--- src/hw/rtl/nts_pkg.sv ---
// nts_pkg: shared types and constants of the noise triggered motor sequencer
// used by nts_step and noise_triggered_motor_sequencer_core; no dependencies

package nts_pkg;

  // sequencer modes, also the code carried in the mode field of a result word
  typedef enum logic [2:0] {
    MODE_IDLE    = 3'd0,
    MODE_QUALIFY = 3'd1,
    MODE_ACTIVE  = 3'd2,
    MODE_RELEASE = 3'd3,
    MODE_LOCKOUT = 3'd4
  } mode_e;

  // configuration register indexes
  localparam int unsigned CfgIdxW = 2;
  localparam logic [CfgIdxW-1:0] CFG_TRIGGER_LEVEL = 2'd0;
  localparam logic [CfgIdxW-1:0] CFG_QUALIFY_TIME  = 2'd1;
  localparam logic [CfgIdxW-1:0] CFG_RELEASE_TIME  = 2'd2;
  localparam logic [CfgIdxW-1:0] CFG_MOTOR_DUTY    = 2'd3;

  // configuration register reset values
  localparam logic [6:0]  TRIGGER_LEVEL_RST = 7'd80;
  localparam logic [31:0] QUALIFY_TIME_RST  = 32'd500;
  localparam logic [31:0] RELEASE_TIME_RST  = 32'd3000;
  localparam logic [7:0]  MOTOR_DUTY_RST    = 8'd255;

  // input word: one sound level sample with motor service status
  typedef struct packed {
    logic [7:0]  level_percent;
    logic [31:0] now_ms;
    logic        motor_running;
    logic        motor_locked;
    logic        start_ok;
  } in_t;

  // result word
  typedef struct packed {
    logic [2:0] mode;
    logic       start_request;
    logic [7:0] start_duty;
    logic       stop_request;
    logic       clear_lockout_request;
    logic       noise_detected;
  } out_t;

  // configuration register set
  typedef struct packed {
    logic [6:0]  trigger_level;
    logic [31:0] qualify_time_ms;
    logic [31:0] release_time_ms;
    logic [7:0]  motor_duty;
  } cfg_t;

  // sequencer state: mode and the time it was entered
  typedef struct packed {
    mode_e       mode;
    logic [31:0] entered_ms;
  } state_t;

endpackage

--- src/hw/rtl/nts_step.sv ---
// nts_step: combinational next-state and result logic for one sample
// depends on nts_pkg

module nts_step (
  input  nts_pkg::cfg_t   cfg_i,
  input  nts_pkg::state_t state_i,
  input  nts_pkg::in_t    sample_i,
  output nts_pkg::state_t state_o,
  output nts_pkg::out_t   result_o
);

  logic          above;
  nts_pkg::mode_e mode;
  nts_pkg::mode_e nxt_mode;
  logic [31:0]   entered;
  logic [31:0]   nxt_entered;
  logic [31:0]   elapsed;
  logic          start_req;
  logic          stop_req;
  logic          clear_req;

  always_comb begin
    // noise means strictly above the trigger level
    above = sample_i.level_percent > {1'b0, cfg_i.trigger_level};

    // unknown codes fall back to idle
    mode    = state_i.mode;
    entered = state_i.entered_ms;
    if (mode > nts_pkg::MODE_LOCKOUT) begin
      mode = nts_pkg::MODE_IDLE;
    end

    // lockout reported by the motor service overrides everything
    if (sample_i.motor_locked && (mode != nts_pkg::MODE_LOCKOUT)) begin
      mode    = nts_pkg::MODE_LOCKOUT;
      entered = sample_i.now_ms;
    end

    // time in the current mode, modulo 2^32
    elapsed = sample_i.now_ms - entered;

    nxt_mode    = mode;
    nxt_entered = entered;
    start_req   = 1'b0;
    stop_req    = 1'b0;
    clear_req   = 1'b0;

    // mode transitions
    unique case (mode)
      nts_pkg::MODE_IDLE: begin
        if (above) begin
          nxt_mode = nts_pkg::MODE_QUALIFY;
        end
      end
      nts_pkg::MODE_QUALIFY: begin
        if (!above) begin
          nxt_mode = nts_pkg::MODE_IDLE;
        end else if (elapsed >= cfg_i.qualify_time_ms) begin
          start_req = 1'b1;
          if (sample_i.start_ok) begin
            nxt_mode = nts_pkg::MODE_ACTIVE;
          end
        end
      end
      nts_pkg::MODE_ACTIVE: begin
        if (!sample_i.motor_running) begin
          nxt_mode = sample_i.motor_locked ? nts_pkg::MODE_LOCKOUT : nts_pkg::MODE_IDLE;
        end else if (!above) begin
          nxt_mode = nts_pkg::MODE_RELEASE;
        end
      end
      nts_pkg::MODE_RELEASE: begin
        if (!sample_i.motor_running) begin
          nxt_mode = sample_i.motor_locked ? nts_pkg::MODE_LOCKOUT : nts_pkg::MODE_IDLE;
        end else if (above) begin
          nxt_mode = nts_pkg::MODE_ACTIVE;
        end else if (elapsed >= cfg_i.release_time_ms) begin
          stop_req = 1'b1;
          nxt_mode = nts_pkg::MODE_IDLE;
        end
      end
      nts_pkg::MODE_LOCKOUT: begin
        // noise restarts the silence timer
        if (above) begin
          nxt_entered = sample_i.now_ms;
        end else if (elapsed >= cfg_i.release_time_ms) begin
          clear_req = 1'b1;
          nxt_mode  = nts_pkg::MODE_IDLE;
        end
      end
      default: begin
        nxt_mode = nts_pkg::MODE_IDLE;
      end
    endcase

    // entry time moves on a real change of mode, and in lockout when noise restarts the silence timer
    if (nxt_mode != mode) begin
      nxt_entered = sample_i.now_ms;
    end

    state_o.mode       = nxt_mode;
    state_o.entered_ms = nxt_entered;

    result_o.mode                  = nxt_mode;
    result_o.start_request         = start_req;
    result_o.start_duty            = start_req ? cfg_i.motor_duty : 8'd0;
    result_o.stop_request          = stop_req;
    result_o.clear_lockout_request = clear_req;
    result_o.noise_detected        = above;
  end

endmodule

--- src/hw/rtl/noise_triggered_motor_sequencer_core.sv ---
// noise_triggered_motor_sequencer_core: top level of the noise triggered motor sequencer
// depends on nts_pkg and nts_step

// Takes one sound level sample per cycle, while out_stall_i is low, and returns
// exactly one result word per sample, in order. A sample is captured in an input
// register, evaluated against the sequencer state, and its result lands in an
// output register, from which it is offered; a new sample can be taken on every
// cycle while out_stall_i is low; the 32-bit elapsed-time subtract and compare
// sets the critical path. While the output register is held by out_stall_i
// the input register still takes one more sample before in_stall_o rises. The
// configuration registers are written through the cfg port, which is always
// ready, and should only be written while no sample is in flight.
module noise_triggered_motor_sequencer_core (
  input  logic                            clk_i,
  input  logic                            rst_ni,
  // sample input
  input  logic                            in_valid_i,
  output logic                            in_stall_o,
  input  nts_pkg::in_t                    in_data_i,
  // result output
  output logic                            out_valid_o,
  input  logic                            out_stall_i,
  output nts_pkg::out_t                   out_data_o,
  // configuration write port
  input  logic                            cfg_valid_i,
  output logic                            cfg_ready_o,
  input  logic [nts_pkg::CfgIdxW-1:0]     cfg_index_i,
  input  logic [31:0]                     cfg_data_i
);

  nts_pkg::cfg_t   cfg_q;
  nts_pkg::state_t state_q;
  nts_pkg::state_t state_d;
  nts_pkg::in_t    smp_q;
  nts_pkg::out_t   res_d;
  nts_pkg::out_t   res_q;
  logic            smp_valid_q;
  logic            smp_valid_d;
  logic            res_valid_q;
  logic            res_valid_d;
  logic            in_acc;
  logic            smp_adv;

  // handshake and stage control
  assign smp_adv     = smp_valid_q && (!res_valid_q || !out_stall_i);
  assign in_stall_o  = smp_valid_q && !smp_adv;
  assign in_acc      = in_valid_i && !in_stall_o;
  assign smp_valid_d = in_acc ? 1'b1 : (smp_adv ? 1'b0 : smp_valid_q);
  assign res_valid_d = smp_adv || (res_valid_q && out_stall_i);

  assign out_valid_o = res_valid_q;
  assign out_data_o  = res_q;
  assign cfg_ready_o = 1'b1;

  // per-sample evaluation
  nts_step u_step (
    .cfg_i    (cfg_q),
    .state_i  (state_q),
    .sample_i (smp_q),
    .state_o  (state_d),
    .result_o (res_d)
  );

  // control state, sequencer state and configuration
  always_ff @(posedge clk_i or negedge rst_ni) begin
    if (!rst_ni) begin
      smp_valid_q           <= 1'b0;
      res_valid_q           <= 1'b0;
      state_q.mode          <= nts_pkg::MODE_IDLE;
      state_q.entered_ms    <= 32'd0;
      cfg_q.trigger_level   <= nts_pkg::TRIGGER_LEVEL_RST;
      cfg_q.qualify_time_ms <= nts_pkg::QUALIFY_TIME_RST;
      cfg_q.release_time_ms <= nts_pkg::RELEASE_TIME_RST;
      cfg_q.motor_duty      <= nts_pkg::MOTOR_DUTY_RST;
    end else begin
      smp_valid_q <= smp_valid_d;
      res_valid_q <= res_valid_d;
      if (smp_adv) begin
        state_q <= state_d;
      end
      if (cfg_valid_i && cfg_ready_o) begin
        unique case (cfg_index_i)
          nts_pkg::CFG_TRIGGER_LEVEL: cfg_q.trigger_level   <= cfg_data_i[6:0];
          nts_pkg::CFG_QUALIFY_TIME:  cfg_q.qualify_time_ms <= cfg_data_i;
          nts_pkg::CFG_RELEASE_TIME:  cfg_q.release_time_ms <= cfg_data_i;
          nts_pkg::CFG_MOTOR_DUTY:    cfg_q.motor_duty      <= cfg_data_i[7:0];
          default: begin
          end
        endcase
      end
    end
  end

  // payload registers
  always_ff @(posedge clk_i) begin
    if (in_acc) begin
      smp_q <= in_data_i;
    end
    if (smp_adv) begin
      res_q <= res_d;
    end
  end

  // checks on the result word
  a_duty_only_with_start : assert property (@(posedge clk_i) disable iff (!rst_ni)
    (out_valid_o && !out_data_o.start_request) |-> (out_data_o.start_duty == 8'd0))
    else $error("start duty without start request");

  a_one_request : assert property (@(posedge clk_i) disable iff (!rst_ni)
    out_valid_o |-> $onehot0({out_data_o.start_request, out_data_o.stop_request,
                              out_data_o.clear_lockout_request}))
    else $error("more than one motor request in a result");

  a_stop_to_idle : assert property (@(posedge clk_i) disable iff (!rst_ni)
    (out_valid_o && (out_data_o.stop_request || out_data_o.clear_lockout_request))
      |-> (out_data_o.mode == nts_pkg::MODE_IDLE))
    else $error("stop or lockout clear without return to idle");

  a_state_tracks_result : assert property (@(posedge clk_i) disable iff (!rst_ni)
    smp_adv |=> (out_data_o.mode == state_q.mode))
    else $error("result mode differs from sequencer state");

endmodule

--- config.mk ---
export PLATFORM = sky130hd
export DESIGN_NAME = noise_triggered_motor_sequencer_core
export DESIGN_NICKNAME = d
export VERILOG_FILES = /design/src/hw/rtl/nts_pkg.sv /design/src/hw/rtl/nts_step.sv /design/src/hw/rtl/noise_triggered_motor_sequencer_core.sv
export SDC_FILE = /design/constraint.sdc
export NUM_CORES = 1
export LEC_CHECK = 0
export ABC_AREA = 1
export BUFFER_PORTS_ARGS = -buffer_cell sky130_fd_sc_hd__buf_2
export CORE_ASPECT_RATIO = 0.5
export CORE_UTILIZATION = 40
export CTS_CLUSTER_DIAMETER = 100
export DETAILED_ROUTE_END_ITERATION = 10
export GPL_ROUTABILITY_DRIVEN = 0
export PLACE_DENSITY = 0.66
export SYNTH_ARGS = -nofsm -noshare
export SYNTH_HDL_FRONTEND = slang
export SYNTH_SLANG_ARGS = --single-unit
--- constraint.sdc ---
create_clock -name clk_i -period 4.22 [get_ports clk_i]
set_input_delay 0.844 -clock clk_i [delete_from_list [all_inputs] [get_ports clk_i]]
set_output_delay 0.844 -clock clk_i [all_outputs]
set_load 0.01 [all_outputs]
==> reports/results.txt, run 1 <==
Outcome - complete, but fails checks
Failing checks - negative setup slack
Largest delay share family, worst path - simple AND/OR/NAND/NOR gates
Fmax - 198 MHz
Tot Pwr - 12000 uW
RSZ-0062 raised after global routing - true
Root Driver - clkbuf_16
Core ar. - 27900 um2
Leading area contributor after synthesis - dfrtp_1
Clock sink count - 174
Max incr delay on CP - 0.37 ns
Pins Over Slew Limit - 0
Final hold vios - 0
Relative slew slack - 0.264
Slowest CP cell - dfrtp_1
GRT Resource Usage Total - 0.223
Syn_area_per_cell - 7.71 um2
Highest net fanout along the worst path - 8
Post-synth top flop - dfrtp_1
Warnings, synthesis - 0
Final Worst Setup Slack - -0.826 ns
Design area - 15900 um2
Worst setup path category - reg -> reg
Post-Syn Area - 11400 um2
Setup crit end kind - flip-flop
Worst hold-check path type - in -> async
First-pass GRT wire length - 50800 um
Yosys cell types - 44
Clk_skew - 0.0134 ns
Top-count cell post-synth - nand2_1
I/O Buffers - 98
DRT iter0 DRCs - 811
Largest net degree at the start of global routing - 68
Vias/cell - 4.98
Largest cells by area after synthesis - dfrtp_1, nand2_1, edfxtp_1, ha_1, o21ai_0
Top post-synthesis cells by count - nand2_1, inv_1, o21ai_0
Ys async rst share - 0.667
GR Overflow Total - 0
Synthesized Nets - 1659
Drt drc - 0
Endpoints failing setup - 45
CTS clk-pin slew, worst paths - 0.08 ns
N_diodes - 0
Crit start category - flip-flop
Vias - 10800
Layout cells sized above 1 - 0.335
P&R area growth vs syn - 39.2%
CP bufs+invs - 6
Post-Route WL - 32300 um
Max-cap check violation count - 0
CTS tree - yes
H-Tree Depth - 4
Post-synth top area share - 0.204
CP most frequent cell - nand2_1
Initial antenna violation count - 0
Slew @ Worst Pin - 1.10 ns
Worst EP required - 4.58 ns
Final ANT Viol Nets - 0
Synthesized instance count - 1480
Worst EP arrival - 5.40 ns
PD cells - 759 nW/um2
Initial Util - 0.409
Vias in the first global route - 10400
Die Y - 121 um
Leak pwr - 0.00779 uW
Row cnt - 43
I/O Pins - 100
Fin crit share - 1.20
Number of synthesized flops with an enable pin - 58
Area of the die - 29200 um2
Fin crit period - 5.05 ns
Die W - 241 um
Layout Cells excl Fill - 2169
Final #Nets - 1953
Inserted Clock Buffers - 17
Maximum clock insertion buffer count - 2
Post-detail-place hpwl - 20900 um
Setup TNS - -27.08 ns
Max VDD drop - 0.397 mV
Clock latency on the worst-skew pair - 0.46 ns
Placed cell count - 2096
Seq cells post-synth - 174
Fin util - 0.570
Drt pass-1 iters - 5
Wire per inst - 14.9 um
Area post-placement - 13600 um2
CTS Hold Bufs - 0
Seq/Total Area, Yosys - 0.410
[cells in the final DEF (no fill, tap or decap), types with 5 or more instances in the layout]
cell type and n:
nand2_2 50, buf_12 6, edfxtp_1 58, buf_4 193
clkbuf_16 18, o21ai_2 7, mux2i_1 5, nand3_1 51
buf_2 97, inv_6 6, o21ai_1 13, buf_6 17
xor2_1 14, ha_1 73, dfstp_2 23, o21ai_0 160
dfrtp_1 93, nor3_1 6, ha_4 21, a21oi_2 29
o21a_1 5, mux2i_4 16, nand2_4 22, nand4_1 13
a21oi_1 36, nand3_2 8, inv_2 16, a21oi_4 7
nor2_2 17, inv_1 191, nor2_1 42, nand2_1 399
xnor2_1 7
[cell families (layout without fill, tap and decap cells)]
family / after synthesis / after routing / synth area share
AOI/OAI and AO/OA: 278 / 278 / 0.129
xor gates and xnor gates: 29 / 29 / 0.0223
adders and majority gates: 97 / 97 / 0.106
buffers and inverters: 254 / 559 / 0.0886
DFF: 174 / 174 / 0.410
muxes: 23 / 23 / 0.0202
other: 1 / 1 / 0.000329
and+or+nand+nor: 624 / 626 / 0.223
[what timing repair did]
item | in CTS | in global routing
gates resized for setup | 159 | 122
pin swaps | 78 | 70
gates cloned | 6 | 1
buffers inserted | 28 | 8
setup endpoints to repair | 49 | 49
[final cells by class]
type / instances / area [um2]
clock buffers: 18 / 439
well taps: 382 / 478
multi-input cells: 1054 / 6960
inverters: 207 / 777
fillers: 2454 / 12000
repair buffers: 320 / 2410
flip-flops and latches: 174 / 4670
clock inverters: 14 / 131
[layer usage]
metal / wire, um / track usage / vias up
met4: 787 / 0.0835 / 0
met2: 15100 / 0.362 / 287
met1: 14500 / 0.290 / 5051
li1: - / - / 5408
met3: 1900 / 0.0525 / 61
met5: 0 / 0 / -
[flip-flops by register name (all words and copies together) (netlist names)]
name         cells
out_valid_o      1
state_q         35
smp_q           43
cfg_q           79
smp_valid_q      1
out_data_o      15
[stage by stage]
stage          hold WS, ns  worst slack, ns
6_report             0.417           -0.826
4_1_cts              0.435           -0.542
3_5_place_dp         0.469            -1.23
2_1_floorplan        0.448           -0.185
3_3_place_gp         0.453            -1.18
5_1_grt              0.473            -1.01
[final timing paths]
check | from | to | slack, ns | cells after the start
worst min-delay path | rst_ni | cfg_q[61] | 0.42 | 1
worst max register to register | state_q[32] | state_q[10] | -0.83 | 30
max in group asynchronous | rst_ni | cfg_q[76] | 2.96 | 2
worst min register to register | smp_valid_q | out_valid_o | 0.48 | 2
min in group clk_i | smp_valid_q | out_valid_o | 0.48 | 2
worst max-delay path | state_q[32] | state_q[10] | -0.83 | 30
[power breakdown]
part	switching, uW	total, uW	internal, uW
clock network	723	1560	838
registers	245	2370	2130
logic	4340	8110	3770
(Power assumes the default switching activity.)
==> run 2, diff against run 1 <==
Settings changed: PLACE_DENSITY 0.66 to 0.64.
Clock period 4.22 ns to 6.2 ns, I/O delays scaled along.
==> reports/results.txt, run 2 (synthesized netlist as in run 1, its figures left out) <==
Endpoints failing setup - 0
Largest net degree at the start of global routing - 69
Reg2reg path depth - 32
Worst hold-check path type - reg -> reg
Relative slew slack - 0.261
I/O Buffers - 98
Hold slack - 0.474 ns
Wire per inst - 13.6 um
Tot Pwr - 6070 uW
Fin crit period - 5.58 ns
CTS tree - yes
Slew @ Worst Pin - 1.11 ns
Crit start category - flip-flop
Clock sink count - 174
Post-detail-place hpwl - 19400 um
Area of the die - 29200 um2
CTS Hold Bufs - 0
Max-cap check violation count - 0
Layout cells sized above 1 - 0.120
H-Tree Depth - 4
DRT iter0 DRCs - 698
Outcome - finished, final reports clean
Initial Util - 0.409
Root Driver - clkbuf_16
Clk_skew - 0.0146 ns
First-pass GRT wire length - 44300 um
DP Worst Slack - 0.682 ns
Leak pwr - 0.00656 uW
Drt pass-1 iters - 7
PD cells - 472 nW/um2
P&R area growth vs syn - 12.8%
Initial antenna violation count - 0
Fin crit share - 0.901
Final #Nets - 1739
Row cnt - 43
Clock latency on the worst-skew pair - 0.46 ns
Vias - 9571
Die W - 241 um
CP most frequent cell - nand2_1
Hold path depth - 2
Highest net fanout along the worst path - 32
RSZ-0062 raised after global routing - false
GRT Resource Usage Total - 0.192
Die Y - 121 um
N_diodes - 0
Final ANT Viol Nets - 0
Core ar. - 27900 um2
Drt drc - 0
Worst EP arrival - 5.98 ns
Commonest non-fill, non-tap cell in the layout - nand2_1
Worst setup path category - reg -> reg
Final Worst Setup Slack - 0.617 ns
Fmax - 179 MHz
Setup crit end kind - flip-flop
Final hold vios - 0
Most frequent cells in the layout - nand2_1, inv_1, o21ai_0, ha_1, buf_2
Pins Over Slew Limit - 0
GR Overflow Total - 0
Slowest CP cell - dfrtp_1
Vias/cell - 4.90
Fillers - 2861
Max VDD drop - 0.213 mV
Register area - 4670 um2
Setup TNS - 0 ns
Post-Route WL - 26600 um
Maximum clock insertion buffer count - 2
Worst EP required - 6.60 ns
Area occupied by multi-input gates - 5740 um2
I/O Pins - 100
CTS clk-pin slew, worst paths - 0.07 ns
Inserted Clock Buffers - 17
Max incr delay on CP - 0.37 ns
Number of flip-flops in the largest register - 79
Biggest register - cfg_q
Biggest regs - cfg_q: 79 flops, smp_q: 43 flops, state_q: 35 flops
Vias in the first global route - 8924
==> run 2: changes by cell type in the layout (fill, tap and decap cells not counted), sizes merged <==
cell      delta
buf        -211
clkinv       -1
clkinvlp     -2
inv          +2
nand2        -1
nor2         -1
==> run 2: path summary, 6_finish.rpt <==
| path | to | slack, ns | start |
|---|---|---|---|
| min in group asynchronous | cfg_q[29] | 0.80 | rst_ni |
| min | out_valid_o | 0.47 | smp_valid_q |
| min reg2reg | out_valid_o | 0.47 | smp_valid_q |
| max reg2reg | state_q[19] | 0.62 | state_q[33] |
| max | state_q[19] | 0.62 | state_q[33] |
| max in group asynchronous | state_q[34] | 4.08 | rst_ni |
==> run 2: through the flow <==
step | std cells | area, um2 | utilization
final | 1955 | 12900 | 0.462
after global routing | 1955 | 12900 | 0.462
after floorplan | 1480 | 11400 | -
after detailed placement | 1923 | 12300 | 0.440
after CTS | 1955 | 12900 | 0.461
after global placement | 1923 | 12300 | 0.440
==> run 2: critical path: cells and delay by family (launching register included) <==
family,cells,cell delay (ns)
simple gates,16,2.16
buf+inv,7,0.96
compound gates,5,0.84
fa+ha+maj,2,0.68
flops,1,0.37
mux,1,0.31
xor+xnor,1,0.14
==> run 2: metal layers <==
metal,track usage,vias to the layer above,part of all wire
met1,0.262,4414,0.49
met3,0.0448,14,0.043
met2,0.313,163,0.46
met4,0.0376,0,0.0068
met5,0,-,0
li1,-,4980,-
==> run 2: where the power goes <==
part / internal, uW / switching [uW] / total [uW]
Combinational: 1240 / 2130 / 3370
Clock: 604 / 509 / 1110
Sequential: 1450 / 139 / 1590
==> run 2: final cells by class <==
type,instances,share of cell area
inverter,207,0.0604
multi-input combinational,1052,0.446
clock inverter,13,0.0110
clock buffer,19,0.0361
timing repair buffer,108,0.0461
tap,382,0.0372
sequential,174,0.363
==> run 2: timing repair <==
action	4_1_cts	5_1_grt
gates resized for setup	0	1
hold endpoints to repair	0	0
setup buffers	0	0
endpoints found under the setup margin	0	1
